--- src/rtl/core/bezier_curve_point_evaluator_assert.svh ---
// ----------------------------------------------------------------------------
// bezier_curve_point_evaluator_assert
// Assertion macros for the Bezier curve point evaluator.
// ----------------------------------------------------------------------------
// Each macro checks a property at every rising edge of the given clock.
// The check is disabled while the active-low reset is asserted.
`ifndef BEZIER_CURVE_POINT_EVALUATOR_ASSERT_SVH
`define BEZIER_CURVE_POINT_EVALUATOR_ASSERT_SVH

// The consequent must hold in the same cycle as the antecedent.
`define BCPE_ASSERT_SAME(label, clk, rstn, ante, cons, msg) \
    label: assert property (@(posedge clk) disable iff (!(rstn)) (ante) |-> (cons)) \
        else $error(msg);

// The consequent must hold in the cycle after the antecedent.
`define BCPE_ASSERT_NEXT(label, clk, rstn, ante, cons, msg) \
    label: assert property (@(posedge clk) disable iff (!(rstn)) (ante) |=> (cons)) \
        else $error(msg);

`endif

--- src/rtl/core/bcpe_pkg.sv ---
// ----------------------------------------------------------------------------
// bcpe_pkg
// Shared types and constants of the Bezier curve point evaluator.
// ----------------------------------------------------------------------------
package bcpe_pkg;

    // Size of the control point store.
    localparam int MAX_POINTS = 16;
    localparam int IDX_W      = $clog2(MAX_POINTS);
    localparam int CNT_W      = $clog2(MAX_POINTS + 1);

    // Field widths.
    localparam int COORD_W  = 32;
    localparam int T_W      = 16;
    localparam int PIDX_W   = 4;
    localparam int DEG_W    = 4;
    localparam int DIM_W    = 2;

    // Parameter value standing for 1.0 in Q1.15.
    localparam logic [T_W-1:0] T_ONE = 16'h8000;

    // Input tdata layout, lowest bit first.
    localparam int S_PIDX_LSB = 0;
    localparam int S_X_LSB    = S_PIDX_LSB + PIDX_W;
    localparam int S_Y_LSB    = S_X_LSB + COORD_W;
    localparam int S_Z_LSB    = S_Y_LSB + COORD_W;
    localparam int S_T_LSB    = S_Z_LSB + COORD_W;
    localparam int S_USED_W   = S_T_LSB + T_W;
    localparam int S_TDATA_W  = ((S_USED_W + 7) / 8) * 8;

    // Output tdata layout, lowest bit first.
    localparam int M_X_LSB   = 0;
    localparam int M_Y_LSB   = M_X_LSB + COORD_W;
    localparam int M_Z_LSB   = M_Y_LSB + COORD_W;
    localparam int M_TDATA_W = M_Z_LSB + COORD_W;

    // Configuration port.
    localparam int CFG_IDX_W  = 8;
    localparam int CFG_DATA_W = 8;
    localparam logic [CFG_IDX_W-1:0] CFG_CURVE_DEGREE = 8'd0;
    localparam logic [CFG_IDX_W-1:0] CFG_DIMENSIONS   = 8'd1;
    localparam logic [DEG_W-1:0] DEG_RESET = 4'd3;
    localparam logic [DIM_W-1:0] DIM_3D    = 2'd3;

    // Operation codes carried in tuser.
    localparam logic OP_LOAD = 1'b0;
    localparam logic OP_EVAL = 1'b1;

    typedef logic signed [COORD_W-1:0] coord_t;

    typedef enum logic [1:0] {
        ST_IDLE,
        ST_RUN,
        ST_DONE
    } seq_state_t;

    // Sequencer commands to the working lines.
    typedef struct packed {
        logic             load;      // copy the store into the line
        logic             step;      // one interpolation step
        logic             shift2;    // last step of a triangle row
        logic [IDX_W-1:0] push_idx;  // where the new value is written
    } bcpe_ctrl_t;

    // Sequencer status toward the top level.
    typedef struct packed {
        logic idle;
        logic out_load;
    } bcpe_stat_t;

endpackage

--- src/rtl/core/bcpe_lerp.sv ---
// ----------------------------------------------------------------------------
// bcpe_lerp
// Fixed point linear interpolation, (u*a + t*b + 2^14) >> 15 with u = 1 - t.
// ----------------------------------------------------------------------------
module bcpe_lerp
    import bcpe_pkg::*;
(
    input  coord_t         a,
    input  coord_t         b,
    input  logic [T_W-1:0] t,
    output coord_t         res
);

    // u*a + t*b equals a*2^15 + t*(b - a), so one multiplier does it.
    logic signed [COORD_W:0]         diff;
    logic signed [COORD_W+T_W+1:0]   prod;
    logic signed [COORD_W+T_W+1:0]   sum;

    assign diff = $signed({b[COORD_W-1], b}) - $signed({a[COORD_W-1], a});
    assign prod = diff * $signed({1'b0, t});
    assign sum  = prod + (COORD_W + T_W + 2)'(16384);
    assign res  = a + coord_t'(sum[COORD_W+14:15]);

endmodule

--- src/rtl/core/bcpe_lane.sv ---
// ----------------------------------------------------------------------------
// bcpe_lane
// One axis: the working line of the interpolation triangle and its lerp unit.
// ----------------------------------------------------------------------------
module bcpe_lane
    import bcpe_pkg::*;
(
    input  logic           aclk,
    input  bcpe_ctrl_t     ctrl,
    input  logic [T_W-1:0] t,
    input  coord_t         store [MAX_POINTS],
    output coord_t         head
);

    coord_t w_reg  [MAX_POINTS];
    coord_t w_next [MAX_POINTS];
    coord_t lerp_res;

    // Each step interpolates the two head entries of the current row.
    bcpe_lerp u_lerp (
        .a   (w_reg[0]),
        .b   (w_reg[1]),
        .t   (t),
        .res (lerp_res)
    );

    // The line works as a queue: the head is consumed and the new value is
    // appended at the row's tail. The last step of a row also drops the
    // row's final entry, so the line moves by two.
    for (genvar i = 0; i < MAX_POINTS; i++) begin : g_cell
        coord_t shift1;
        coord_t shift2;
        if (i + 1 < MAX_POINTS) begin : g_s1
            assign shift1 = w_reg[i+1];
        end else begin : g_s1_end
            assign shift1 = w_reg[i];
        end
        if (i + 2 < MAX_POINTS) begin : g_s2
            assign shift2 = w_reg[i+2];
        end else begin : g_s2_end
            assign shift2 = w_reg[i];
        end

        always_comb begin
            w_next[i] = w_reg[i];
            if (ctrl.load) begin
                w_next[i] = store[i];
            end else if (ctrl.step) begin
                if (ctrl.push_idx == IDX_W'(i)) begin
                    w_next[i] = lerp_res;
                end else if (ctrl.shift2) begin
                    w_next[i] = shift2;
                end else begin
                    w_next[i] = shift1;
                end
            end
        end

        always_ff @(posedge aclk) begin
            w_reg[i] <= w_next[i];
        end
    end

    assign head = w_reg[0];

endmodule

--- config.mk ---
export PLATFORM = sky130hd
export DESIGN_NAME = bcpe_lane
export DESIGN_NICKNAME = d
export VERILOG_FILES = /design/src/rtl/core/bezier_curve_point_evaluator_assert.svh /design/src/rtl/core/bcpe_pkg.sv /design/src/rtl/core/bcpe_lerp.sv /design/src/rtl/core/bcpe_lane.sv
export SDC_FILE = /design/constraint.sdc
export NUM_CORES = 2
export LEC_CHECK = 0
export BUFFER_PORTS_ARGS = -buffer_cell sky130_fd_sc_hd__clkbuf_2
export CAP_MARGIN = 10
export CORE_MARGIN = 1.5
export CORE_UTILIZATION = 55
export DETAILED_ROUTE_END_ITERATION = 8
export GPL_TIMING_DRIVEN = 1
export PLACE_DENSITY = 0.76
export SLEW_MARGIN = 20
export SYNTH_ARGS = -nofsm -noshare
export SYNTH_HDL_FRONTEND = slang
export SYNTH_SLANG_ARGS = --single-unit
export TNS_END_PERCENT = 5
--- constraint.sdc ---
create_clock -name aclk -period 21.8 [get_ports aclk]
set_input_delay 2.18 -clock aclk [delete_from_list [all_inputs] [get_ports aclk]]
set_output_delay 2.18 -clock aclk [all_outputs]
set_load 0.01 [all_outputs]
# ---- After elaboration in Yosys (flattened, before gate mapping)
# Memory sizes are Yosys's and may differ from the RTL's.
# Cells that the tools add are included.
dict set report classes {
  add_sub_neg 3
  multipliers 1
  eq_ne 15
  n_mux 63
  n_reduce_logical 1
}
# cell n
set ops {}
lappend ops {{2-to-1 mux 32 bit} 63}
lappend ops {{adder 47 x 16 -> 47 bit, second input constant} 1}
lappend ops {{multiplier 33 x 17 -> 47 bit} 1}
lappend ops {{subtractor 32 x 32 -> 33 bit} 1}
lappend ops {{adder 32 bit} 1}
lappend ops {{== test 4 bit, second input constant} 8}
lappend ops {{== test 4 x 3 -> 1 bit, second input constant} 4}
lappend ops {{== test 4 x 2 -> 1 bit, second input constant} 2}
lappend ops {{== test 4 x 1 -> 1 bit, second input constant} 1}
lappend ops {{logical NOT 4 bit} 1}
dict set report word_totals {
  reg_bits 0
  ram_bits 512
  in_bits 536
  output_inout_bits 32
  wordCells 84
  memories 1
}
# memory depth word_bits rd rd_clocked_by_memory_dff write_ports line
set mem_list {}
lappend mem_list {w_reg 16 32 16 0 16 bcpe_lane.sv:15} ;# coord_t w_reg [MAX_POINTS];

# ---- Longest topological paths before layout
dict set report logic_depth {
  word_depth 7
  ltp_mapped 50
}

# ---- By module
# From an unflattened synthesis, not the netlist that was laid out.
dict set report unflattened {
  cells_unflattened 5774
  area_unflattened_um2 52556.7
}
# mod n_inst cells_per_inst area_per_inst_um2 seq_area_each_um2
set modules_own_cells {}
lappend modules_own_cells {bcpe_lane 1 3309 31380.1 15374.7}
lappend modules_own_cells {bcpe_lerp 1 2465 21176.6 0.0}

# ---- Worst setup path before layout
# Ideal clock, no wire load.
dict set report synth_path {
  path_kind {reg-to-reg}
  startpoint {memory w_reg[0][3] (netlist bit)}
  endpoint {memory w_reg[1][255] (netlist bit), data pin}
  t_arrival_ns 10.216
  slack_ns 11.324
  stages_incl_launch_ff 49
  n_path_buf 3
  cell_sequence {edfxtp_1 > inv_1 > ha_1 > o21ai_0 > a211oi_1 > o21ai_2 > a21boi_1 > a21oi_1 > nand2b_1 > nand2b_1 > a21o_1 > a21o_1 > a21oi_1 > xnor2_1 > clkbuf_1 > and2_1 > fa_1 > inv_1 > [... 13 more ...] > a211o_1 > o211a_4 > o21a_1 > nor2_1 > xnor2_1 > ha_1 > and3_1 > clkbuf_1 > o211a_1 > nor2_1 > o22ai_1 > o41ai_1 > o21a_1 > o21ai_0 > a21oi_1 > xnor3_2 > buf_6 > mux2_2}
}
# element line
set synth_lines {}
lappend synth_lines {{from (decl)} bcpe_lane.sv:15}

==> qor.csv <==
metric,value,unit
drt_iter0_drc,4366,
yosysTopAreaCell,edfxtp_1,
ys_types,64,
status,completed,
numCtsBuffers,58,
cts_resized,0,
io_buffers,567,
path_clk_slew,0.06,ns
cp_max_fo,16,
relSlewSlack,16.0,%
core,91900,µm²
hold_buffers,0,
synth_edf_count,512,
start_util,55.7,%
fin_nets,7220,
drt_pass1_iterations,6,
synth_nets,6908,
antenna_found_initial,10,
synth_cells,5683,
fmax,78.6,MHz
num_vias,41700,
skew,0.0763,ns
synth_top_area_share,30.0,%
clock_path_buffers,3,
slew_violations,0,
routedWlPerCell,20.8,µm
grt_max_degree,172,
overflow,0,
hold_viol,0,
period_share,58.4,%
fillers,7862,
crit_type,reg -> reg,
synthFlopType,edfxtp_1,
worstPathArrival,13.26,ns
synth.avg_cell_area,9.01,µm²
critPathMostFrequentCell,fa_1,
maxCapViolCount,0,
synthesis.area,51200,µm²
grt_pass1_vias,41300,
fp.dieArea,94900,µm²
htreeDepth,2,
clock_latency,0.69,ns
synth_async_sr_flop_share,0,%
wl,152000,µm
gp_congestion,0.938,
tightest_slew,1.26,ns
grt_use_total,32.1,%
clock-sinks,512,
drcViolationCount,0,
ant_nets,0,
end_kind,register,
cp_data_required_time,22.34,ns
ys_ff_latch,512,
largest_reg_flops,512,
root_buffer,clkbuf_16,
ys_top_cells_by_area,"edfxtp_1 30%, fa_1 19%, mux2i_1 9.2%, nand2_1 6.1%, o21ai_0 5.8%",
num_rows,111,
rsz0062_at_grt,no,
io-pin-count,568,
die_w,308,µm
via_per_inst,5.72,
yosysWarnings,0,
cts_tree,built,
setup_violations,0,
fin_setup_tns,0,ns
dp_hpwl,114000,µm
startpoint_type,register,
cp_slowest_stage_delay,0.81,ns
period_minus_slack,12.72,ns
crit_slowest_cell,a311oi_1,
drive_gt1_share,13.5,%
dieHeight,308,µm
yosysSeqAreaShare,30.0,%
cts_setup_buffers,0,
grt_pass1_wl,235000,µm
area_delta_synth_final,11.2,%
min_path_type,reg -> reg,
[metrics by stage]
| step | setup WS (ns) | cells | instance area (µm²) | hold WS, ns | util [%] |
|---|---|---|---|---|---|
| finish | 9.08 | 7295 | 56900 | 0.649 | 61.9 |
| global route | 8.29 | 7294 | 56900 | 0.680 | 61.9 |
| CTS | 9.15 | 7288 | 56900 | 0.645 | 61.9 |
| detailed placement | 9.13 | 7178 | 55000 | 0.630 | 59.9 |
| global placement | 9.35 | 7178 | 55000 | 0.622 | 59.8 |
| floorplan | 11.32 | 5683 | 51200 | 0.603 | - |
[synthesized netlist by cell type (6+ instances only)]
master    instances
nand2_1         828
and3_1            9
fa_1            484
nand4_1          12
nor3_1           23
edfxtp_1        512
a21oi_1         422
nand2b_1         35
o21ai_0         594
ha_1            205
nor2_1          388
clkbuf_1        331
inv_1           664
o31ai_1          11
a21o_1           36
and2_1          287
buf_2             8
o21bai_1         17
o21ai_1           6
mux2i_1         470
o21a_1           10
a211oi_1         22
buf_1            34
or2_2             7
a31oi_1           6
nor4_1            9
buf_4             6
nand3_1          13
xnor2_1          74
nor2b_1          52
xor2_1           25
mux2_2           32
[cell type report]
class	count	area (µm²)	share of cell area (%)
multi-input cells	4126	32200	56.6
repair buffers	633	3390	5.96
inverters	664	2490	4.38
clock buffers	72	1500	2.64
well taps	1243	1560	2.73
clock inverters	38	357	0.626
flip-flops and latches	512	15400	27.0
diodes	7	17.5	0.0308
[worst paths after layout]
kind,start,end,slack [ns],depth (start not counted)
setup / recovery,w_reg[0][0]$_DFFE_PP_,w_reg[1][124]$_DFFE_PP_,9.08,42
setup reg to reg,w_reg[0][0]$_DFFE_PP_,w_reg[1][124]$_DFFE_PP_,9.08,42
hold reg to reg,w_reg[1][237]$_DFFE_PP_,w_reg[1][205]$_DFFE_PP_,0.65,2
hold / removal,w_reg[1][237]$_DFFE_PP_,w_reg[1][205]$_DFFE_PP_,0.65,2
[cell families (layout without fill, tap and decap cells)]
kind of cell | count (synthesis) | after routing | share of synthesized area, %
buffers and inverters | 1045 | 1407 | 7.75
other | 0 | 7 | 0
muxes | 502 | 502 | 9.89
adders and majority gates | 689 | 689 | 23.9
xor gates and xnor gates | 101 | 101 | 1.77
AOI/OAI and AO/OA | 1162 | 1162 | 12.2
and+or+nand+nor | 1672 | 1672 | 14.4
DFF | 512 | 512 | 30.0
[cell usage in the layout, fill, tap and decap left out, types with 35 or more instances in the layout]
cell type,instances
and2_1,287
mux2i_1,470
clkbuf_2,565
a21o_1,36
inv_1,664
ha_1,205
edfxtp_1,512
a21oi_1,422
xnor2_1,43
nand2_1,828
o21ai_0,594
buf_4,62
clkbuf_16,58
nor2b_1,52
nand2b_1,35
nor2_1,383
fa_1,484
[critical path: cells and delay by family (launching register included)]
family | cells | cell delay [ns]
compound gates | 12 | 3.60
xor+xnor | 3 | 1.54
fa+ha+maj | 10 | 4.43
buf+inv | 5 | 0.26
flops | 1 | 0.42
simple gates | 12 | 2.32
[metal layers]
layer	global-route usage, %	up-vias	routed length (µm)
met5	0	-	48
met4	11.6	8	5630
met3	9.50	277	17100
met2	51.0	1959	70000
met1	41.5	20100	59300
li1	-	19400	-
Power is not shown: default switching activity piles up to over one toggle a cycle in this logic, so the estimate is an artifact.
