<file path="src/rtl/core/bezier_curve_point_evaluator_assert.svh">
// ----------------------------------------------------------------------------
// bezier_curve_point_evaluator_assert
// Assertion macros for the Bezier curve point evaluator.
// ----------------------------------------------------------------------------
// Each macro checks a property at every rising edge of the given clock.
// The check is disabled while the active-low reset is asserted.
`ifndef BEZIER_CURVE_POINT_EVALUATOR_ASSERT_SVH
`define BEZIER_CURVE_POINT_EVALUATOR_ASSERT_SVH

// The consequent must hold in the same cycle as the antecedent.
`define BCPE_ASSERT_SAME(label, clk, rstn, ante, cons, msg) \
    label: assert property (@(posedge clk) disable iff (!(rstn)) (ante) |-> (cons)) \
        else $error(msg);

// The consequent must hold in the cycle after the antecedent.
`define BCPE_ASSERT_NEXT(label, clk, rstn, ante, cons, msg) \
    label: assert property (@(posedge clk) disable iff (!(rstn)) (ante) |=> (cons)) \
        else $error(msg);

`endif

</file>
<file path="src/rtl/core/bcpe_pkg.sv">
// ----------------------------------------------------------------------------
// bcpe_pkg
// Shared types and constants of the Bezier curve point evaluator.
// ----------------------------------------------------------------------------
package bcpe_pkg;

    // Size of the control point store.
    localparam int MAX_POINTS = 16;
    localparam int IDX_W      = $clog2(MAX_POINTS);
    localparam int CNT_W      = $clog2(MAX_POINTS + 1);

    // Field widths.
    localparam int COORD_W  = 32;
    localparam int T_W      = 16;
    localparam int PIDX_W   = 4;
    localparam int DEG_W    = 4;
    localparam int DIM_W    = 2;

    // Parameter value standing for 1.0 in Q1.15.
    localparam logic [T_W-1:0] T_ONE = 16'h8000;

    // Input tdata layout, lowest bit first.
    localparam int S_PIDX_LSB = 0;
    localparam int S_X_LSB    = S_PIDX_LSB + PIDX_W;
    localparam int S_Y_LSB    = S_X_LSB + COORD_W;
    localparam int S_Z_LSB    = S_Y_LSB + COORD_W;
    localparam int S_T_LSB    = S_Z_LSB + COORD_W;
    localparam int S_USED_W   = S_T_LSB + T_W;
    localparam int S_TDATA_W  = ((S_USED_W + 7) / 8) * 8;

    // Output tdata layout, lowest bit first.
    localparam int M_X_LSB   = 0;
    localparam int M_Y_LSB   = M_X_LSB + COORD_W;
    localparam int M_Z_LSB   = M_Y_LSB + COORD_W;
    localparam int M_TDATA_W = M_Z_LSB + COORD_W;

    // Configuration port.
    localparam int CFG_IDX_W  = 8;
    localparam int CFG_DATA_W = 8;
    localparam logic [CFG_IDX_W-1:0] CFG_CURVE_DEGREE = 8'd0;
    localparam logic [CFG_IDX_W-1:0] CFG_DIMENSIONS   = 8'd1;
    localparam logic [DEG_W-1:0] DEG_RESET = 4'd3;
    localparam logic [DIM_W-1:0] DIM_3D    = 2'd3;

    // Operation codes carried in tuser.
    localparam logic OP_LOAD = 1'b0;
    localparam logic OP_EVAL = 1'b1;

    typedef logic signed [COORD_W-1:0] coord_t;

    typedef enum logic [1:0] {
        ST_IDLE,
        ST_RUN,
        ST_DONE
    } seq_state_t;

    // Sequencer commands to the working lines.
    typedef struct packed {
        logic             load;      // copy the store into the line
        logic             step;      // one interpolation step
        logic             shift2;    // last step of a triangle row
        logic [IDX_W-1:0] push_idx;  // where the new value is written
    } bcpe_ctrl_t;

    // Sequencer status toward the top level.
    typedef struct packed {
        logic idle;
        logic out_load;
    } bcpe_stat_t;

endpackage

</file>
<file path="src/rtl/core/bcpe_seq.sv">
// ----------------------------------------------------------------------------
// bcpe_seq
// Sequencer that walks the interpolation triangle row by row.
// ----------------------------------------------------------------------------
module bcpe_seq
    import bcpe_pkg::*;
(
    input  logic             aclk,
    input  logic             aresetn,
    input  logic             start,
    input  logic [DEG_W-1:0] degree,
    input  logic             out_free,
    output bcpe_ctrl_t       ctrl,
    output bcpe_stat_t       stat
);

    seq_state_t       state_reg, state_next;
    logic [CNT_W-1:0] len_reg, len_next;
    logic [IDX_W-1:0] step_reg, step_next;
    logic [IDX_W-1:0] deg_eff;
    logic             row_end;

    // The degree cannot exceed what the store holds.
    assign deg_eff = (int'(degree) > MAX_POINTS - 1) ? IDX_W'(MAX_POINTS - 1)
                                                    : IDX_W'(degree);

    // A row of len entries takes len - 1 steps.
    assign row_end = ((CNT_W'(step_reg) + CNT_W'(2)) == len_reg);

    always_ff @(posedge aclk) begin
        if (!aresetn) begin
            state_reg <= ST_IDLE;
            len_reg   <= '0;
            step_reg  <= '0;
        end else begin
            state_reg <= state_next;
            len_reg   <= len_next;
            step_reg  <= step_next;
        end
    end

    always_comb begin
        state_next    = state_reg;
        len_next      = len_reg;
        step_next     = step_reg;
        ctrl          = '0;
        stat.idle     = (state_reg == ST_IDLE);
        stat.out_load = 1'b0;
        case (state_reg)
            ST_IDLE: begin
                if (start) begin
                    ctrl.load  = 1'b1;
                    len_next   = CNT_W'(deg_eff) + CNT_W'(1);
                    step_next  = '0;
                    state_next = (deg_eff == '0) ? ST_DONE : ST_RUN;
                end
            end
            ST_RUN: begin
                ctrl.step   = 1'b1;
                ctrl.shift2 = row_end;
                if (row_end) begin
                    ctrl.push_idx = IDX_W'(len_reg - CNT_W'(2));
                    step_next     = '0;
                    len_next      = len_reg - CNT_W'(1);
                    if (len_reg == CNT_W'(2)) begin
                        state_next = ST_DONE;
                    end
                end else begin
                    ctrl.push_idx = IDX_W'(len_reg - CNT_W'(1));
                    step_next     = step_reg + IDX_W'(1);
                end
            end
            ST_DONE: begin
                if (out_free) begin
                    stat.out_load = 1'b1;
                    state_next    = ST_IDLE;
                end
            end
            default: begin
                state_next = ST_IDLE;
            end
        endcase
    end

endmodule

</file>
<file path="config.mk">
export PLATFORM = sky130hd
export DESIGN_NAME = bcpe_seq
export DESIGN_NICKNAME = d
export VERILOG_FILES = /design/src/rtl/core/bezier_curve_point_evaluator_assert.svh /design/src/rtl/core/bcpe_pkg.sv /design/src/rtl/core/bcpe_seq.sv
export SDC_FILE = /design/constraint.sdc
export NUM_CORES = 1
export LEC_CHECK = 0
export BUFFER_PORTS_ARGS = -buffer_cell sky130_fd_sc_hd__buf_2
export CAP_MARGIN = 20
export CELL_PAD_IN_SITES_DETAIL_PLACEMENT = 1
export CELL_PAD_IN_SITES_GLOBAL_PLACEMENT = 2
export CORE_ASPECT_RATIO = 1.75
export CORE_MARGIN = 4
export CORE_UTILIZATION = 32
export DETAILED_ROUTE_END_ITERATION = 10
export GPL_TIMING_DRIVEN = 0
export HOLD_SLACK_MARGIN = 0.05
export PLACE_DENSITY = 0.85
export SYNTH_ARGS = -nofsm -noshare
export SYNTH_HDL_FRONTEND = slang
export SYNTH_SLANG_ARGS = --single-unit
</file>
<file path="constraint.sdc">
create_clock -name aclk -period 2.2 [get_ports aclk]
set_input_delay 0 -clock aclk [delete_from_list [all_inputs] [get_ports aclk]]
set_output_delay 0 -clock aclk [all_outputs]
set_load 0.1 [all_outputs]
</file>
Word level (Yosys, flattened, before mapping)
Index checks and enable logic that the tools add are counted.
- $add $sub $neg: 5
- eq/ne operators: 8
- mux-type cells: 18
- reductions and logical operators: 6
- operators with widths (kind ; count):
    $mux W4 ; 3
    $mux W2 ; 5
    $mux W5 ; 2
    $pmux W5 S2 ; 1
    $ne A2 B2 Y1 const B ; 4
    $pmux W4 S2 ; 1
    $mux W6 ; 1
    $pmux W2 S3 ; 1
    $add A4 B1 Y5 const B ; 1
    $add A4 B2 Y5 const B ; 1
    $eq A5 B2 Y1 const B ; 1
    $eq A5 B5 Y1 ; 1
    $sub A5 B1 Y5 const B ; 1
    $add A4 B1 Y4 const B ; 1
    $logic_not A4 Y1 ; 1
    $mux W1 ; 4
    $reduce_and A4 Y1 ; 1
    $sub A4 B2 Y4 const B ; 1
    $reduce_and A3 Y1 ; 1
    $eq A2 B1 Y1 const B ; 1
    $eq A2 B2 Y1 const B ; 1
    $logic_not A2 Y1 ; 1
    $reduce_and A2 Y1 ; 1
    $reduce_bool A2 Y1 ; 1
- register bits after elaboration: 11
- bits of input ports: 8
- output and inout port bits: 9
- logic and storage cells: 40

Logic depth before layout (Yosys ltp)
- depth after elaboration: 4
- mapped depth: 8
- depth with buffers taken out: 7

Least setup slack after synthesis
Ideal clock, no wire load.
- path type: register to output
- start point: register step_reg[1]
- end point: output ctrl[1] in the netlist's numbering
- data arrival time: 3.690 ns
- data required time: 2.200 ns
- path slack: -1.490 ns
- stages on the path, launching flop included: 8
- path buffers: 1
- cell sequence: dfxtp_1 -> ha_1 -> xor2_1 -> or3_4 -> a21oi_2 -> buf_6 -> nor2b_1 -> a211oi_1
- RTL lines (element ; line ; text):
    start, declared ; bcpe_seq.sv:19 ; logic [IDX_W-1:0] step_reg, step_next;
    start signal, assigned ; bcpe_seq.sv:38 ; step_reg <= step_next;
    end, declared ; bcpe_seq.sv:13 ; output bcpe_ctrl_t ctrl,

==> summary.md <==
| Metric | Value |
|---|---|
| Fin util | 0.466 |
| Setup ws final | 0.0199 ns |
| WL met2 | about 2100 um |
| Seq cells post-synth | 11 |
| Power density cells | slightly below 800 nW/um^2 |
| Max FFs per register | 5 |
| R2r setup slk | approximately 0.14 ns |
| CP bufs+invs | 3 |
| Crit path arrival time | around 2.2 ns |
| Worst Min Path Start | degree[3] |
| Global route total overflow | 0 |
| Most used flip-flop cell after synthesis | dfxtp_1 |
| Max incr delay on CP | roughly 0.35 ns |
| Commonest cells after routing, fill and taps aside | buf_4, buf_2, inv_1, nand2_1, nand3_1 |
| CP max-delay cell | dfxtp_4 |
| Pin count of the biggest net entering global routing | 11 |
| Area Overhead vs Synth | 38.2% |
| Clock skew | roughly 0.0063 ns |
| Syn Std Cell Area | 998 sq um |
| Commonest non-fill, non-tap cell in the layout | buf_4 |
| Layout cells sized above 1 | 0.329 |
| Die area | about 4100 sq um |
| Synth async-reset ratio | 0 |
| Critical Path Most Common Cell | buf_12 |
| Via density | 5.48 |
| 1st-iter DRT viols | 40 |
| Initial Util | 0.337 |
| Worst min path class | input port to register |
| Main combinational cell family by area after synthesis | simple AND/OR/NAND/NOR gates |
| Clk pin slew, worst setup/hold paths | roughly 0.050 ns |
| Filler Cells Inserted | about 370 |
| Die W | roughly 50 um |
| Hold path cells | 3 |
| Fmax | ~0.46 GHz |
| Met3 routed WL | roughly 67 um |
| Io pins | 17 |
| Critical path cell sequence | ha_4 -> xor2_2 -> or3_4 -> a21oi_4 -> buf_8 -> buf_12 -> nor2_1 -> a211oi_4 -> buf_12 |
| Metal-1 WL | roughly 1300 um |
| VDD IR max | between 0.0004 and 0.0005 V |
| Clk pwr share | 0.203 |
| Core area | 2960 sq um |
| Crit path max-delay family | buffers and inverters |
| Static Leakage | 0.581 nW |
| Sinks on Clock Net | 11 |
| Root buf cell | clkbuf_8 |
| Status | finished clean |
| Net Count, Synth | 142 |
| Drt wl/cell | approximately 18 um |
| # setup viols final | 0 |
| CP Capture Type | output port |
| Buffers on Ports | 16 |
| Sequential share of power | 0.224 |
| Multi-input logic area | 737 sq um |
| Clk Latency, worst-skew pair | 0.24 ns |
| Sw Share | 0.474 |
| End of the worst hold path | len_reg[4]$_SDFFE_PN0P_ |
| Seq/Total Area, Yosys | 0.221 |
| Die Y | 81.9 um |
| Synth Area in Compound Gates | 0.214 |
| Total of max-cap violations | 0 |
| CP Class | register to output port |
| Post-synthesis xor/xnor area fraction | 0.0702 |
| Cells after Synth | between 100 and 150 |
| Final net count | between 150 and 200 |
| Period Utilization, post-route | 0.991 |
| Vias post-DR | around 1100 |
| HPWL after DPL | between 2000 and 3000 um |
| Avg Inst Size Synth | ~7.9 sq um |
| Critical path startpoint category | register |
| Drt drc | 0 |
| Cell variety after synth | 42 |
| Hold buffers post-CTS | 0 |
| Ant diodes | 0 |
| Final antenna-violating net count | 0 |
| Reg2reg start | step_reg[2]$_SDFFE_PN0P_ |
| Reg2reg path depth | 9 |
| Hold violation count in the final report | 0 |
| Slew @ Worst Pin | 0.727 ns |
| Initial antenna violation count | 0 |
| Relative slew margins | 0.503 |
| Synth Area in Simple Gates | 0.286 |
| P_int | roughly 0.00056 W |
| Yosys Warn Count | 0 |
| First-pass GRT wire length | ~5600 um |
| GRT Resource Usage Total | 0.180 |
| H-tree depth | 1 |
| CTS Buffer Depth | 2 |
| First-pass DRT Iterations | 4 |
| DP Worst Slack | -0.100 ns |
| CP required | 2.20 ns |
| Adder-cell area share of the yosys netlist | 0.100 |
| Routed WL | approximately 3500 um |
| TritonCTS clock tree | built |
| Final Max Slew Viols | 0 |
| Crit path max fanout | 7 |
| Total net switching power | ~0.00050 W |
| Combinational Power Share | 0.573 |
| Gpl congestion | 0.769 |
| Post-synthesis mux area share | 0.0113 |
| Max layer used | met4 |
| RSZ-0062 raised after global routing | true |
| Rows | 26 |
| Minimum clock period | about 2.2 ns |
| Post-synth EDFFs | 0 |
| Total CTS buffers | 3 |
| Total power | between 0.001 and 0.0015 W |
| Sequential cell area | 228 sq um |
| Number of global-route vias before repair | about 1200 |
| RR Endpoint | len_reg[1]$_SDFFE_PN0P_ |
-- power groups by stage --
stage                     Clock (W)  Sequential (W)  Combinational, W
after floorplan                   0        0.000237          0.000422
after global placement            0        0.000244          0.000504
after detailed placement          0        0.000244          0.000518
after CTS                  0.000217        0.000237          0.000578
after global routing       0.000230        0.000240          0.000645
final                      0.000215        0.000238          0.000608
-- metal layers --
metal	vias up	GRT usage
li1	524	-
met1	545	0.164
met2	18	0.386
met3	8	0.0218
met4	0	0.0582
met5	-	0
-- cells by family (layout without fill, tap and decap cells) --
logic type	Yosys count	count (layout)
xor gates and xnor gates	8	8
muxes	1	1
adders and majority gates	8	8
AOI/OAI and AO/OA	28	28
and+or+nand+nor	53	53
DFF	11	11
buffers and inverters	17	49
-- cells in the mapped netlist (3+ instances only) --
cell,instances,area [sq um]
o311ai_0,3,26.3
nand2_1,12,45.0
o21ai_0,3,15.0
ha_1,8,100
nand2b_1,4,25.0
a21oi_1,4,20.0
nand4_1,6,37.5
nand3_1,10,50.1
a31oi_1,3,18.8
nor2_1,8,30.0
dfxtp_1,11,220
inv_1,11,41.3
xor2_1,3,26.3
xnor2_1,5,43.8
-- metrics by stage --
stage / std cells / setup TNS [ns] / hold WS, ns / cell area (sq um)
final: 200 / 0 / 0.108 / 1380
after global placement: 184 / -0.107 / 0.356 / 1190
after CTS: 198 / 0 / 0.109 / 1340
after detailed placement: 184 / -0.241 / 0.361 / 1190
after global routing: 200 / -0.0913 / 0.143 / 1380
after floorplan: 126 / -1.13 / 0.194 / 1060
-- cell type report --
| type | count | share of cell area |
|---|---|---|
| Timing Repair Buffer | 28 | 0.150 |
| Inverter | 11 | 0.0299 |
| Multi-Input combinational cell | 98 | 0.534 |
| Clock buffer | 4 | 0.0326 |
| Buffer | 6 | 0.0508 |
| Sequential cell | 11 | 0.165 |
| Tap cell | 42 | 0.0381 |
-- worst max-delay path by stage --
stage                        startpoint  depth (start not counted)       to
2_1_floorplan  step_reg[1]$_SDFFE_PN0P_                          7  ctrl[3]
3_3_place_gp   step_reg[1]$_SDFFE_PN0P_                          9  ctrl[3]
3_5_place_dp   step_reg[1]$_SDFFE_PN0P_                          9  ctrl[2]
4_1_cts        step_reg[2]$_SDFFE_PN0P_                          9  ctrl[3]
5_1_grt        step_reg[2]$_SDFFE_PN0P_                          9  ctrl[2]
6_report       step_reg[2]$_SDFFE_PN0P_                          9  ctrl[2]
-- worst reg2reg max path, delay by kind of cell, from the launching register on --
family	cells	cell delay, ns
AO/OA/AOI/OAI	2	0.30
XOR/XNOR	1	0.17
adder cells (fa/ha/maj)	1	0.17
buffers and inverters	3	0.35
flip-flops	1	0.35
multiplexers	1	0.32
AND/OR/NAND/NOR	1	0.35
-- timing repair --
item	4_1_cts	5_1_grt
hold endpoints to repair	0	0
endpoints found under the setup margin	5	4
setup buffers	10	2
resized for setup	9	5
pin swaps	2	1
(Power assumes the default switching activity.)
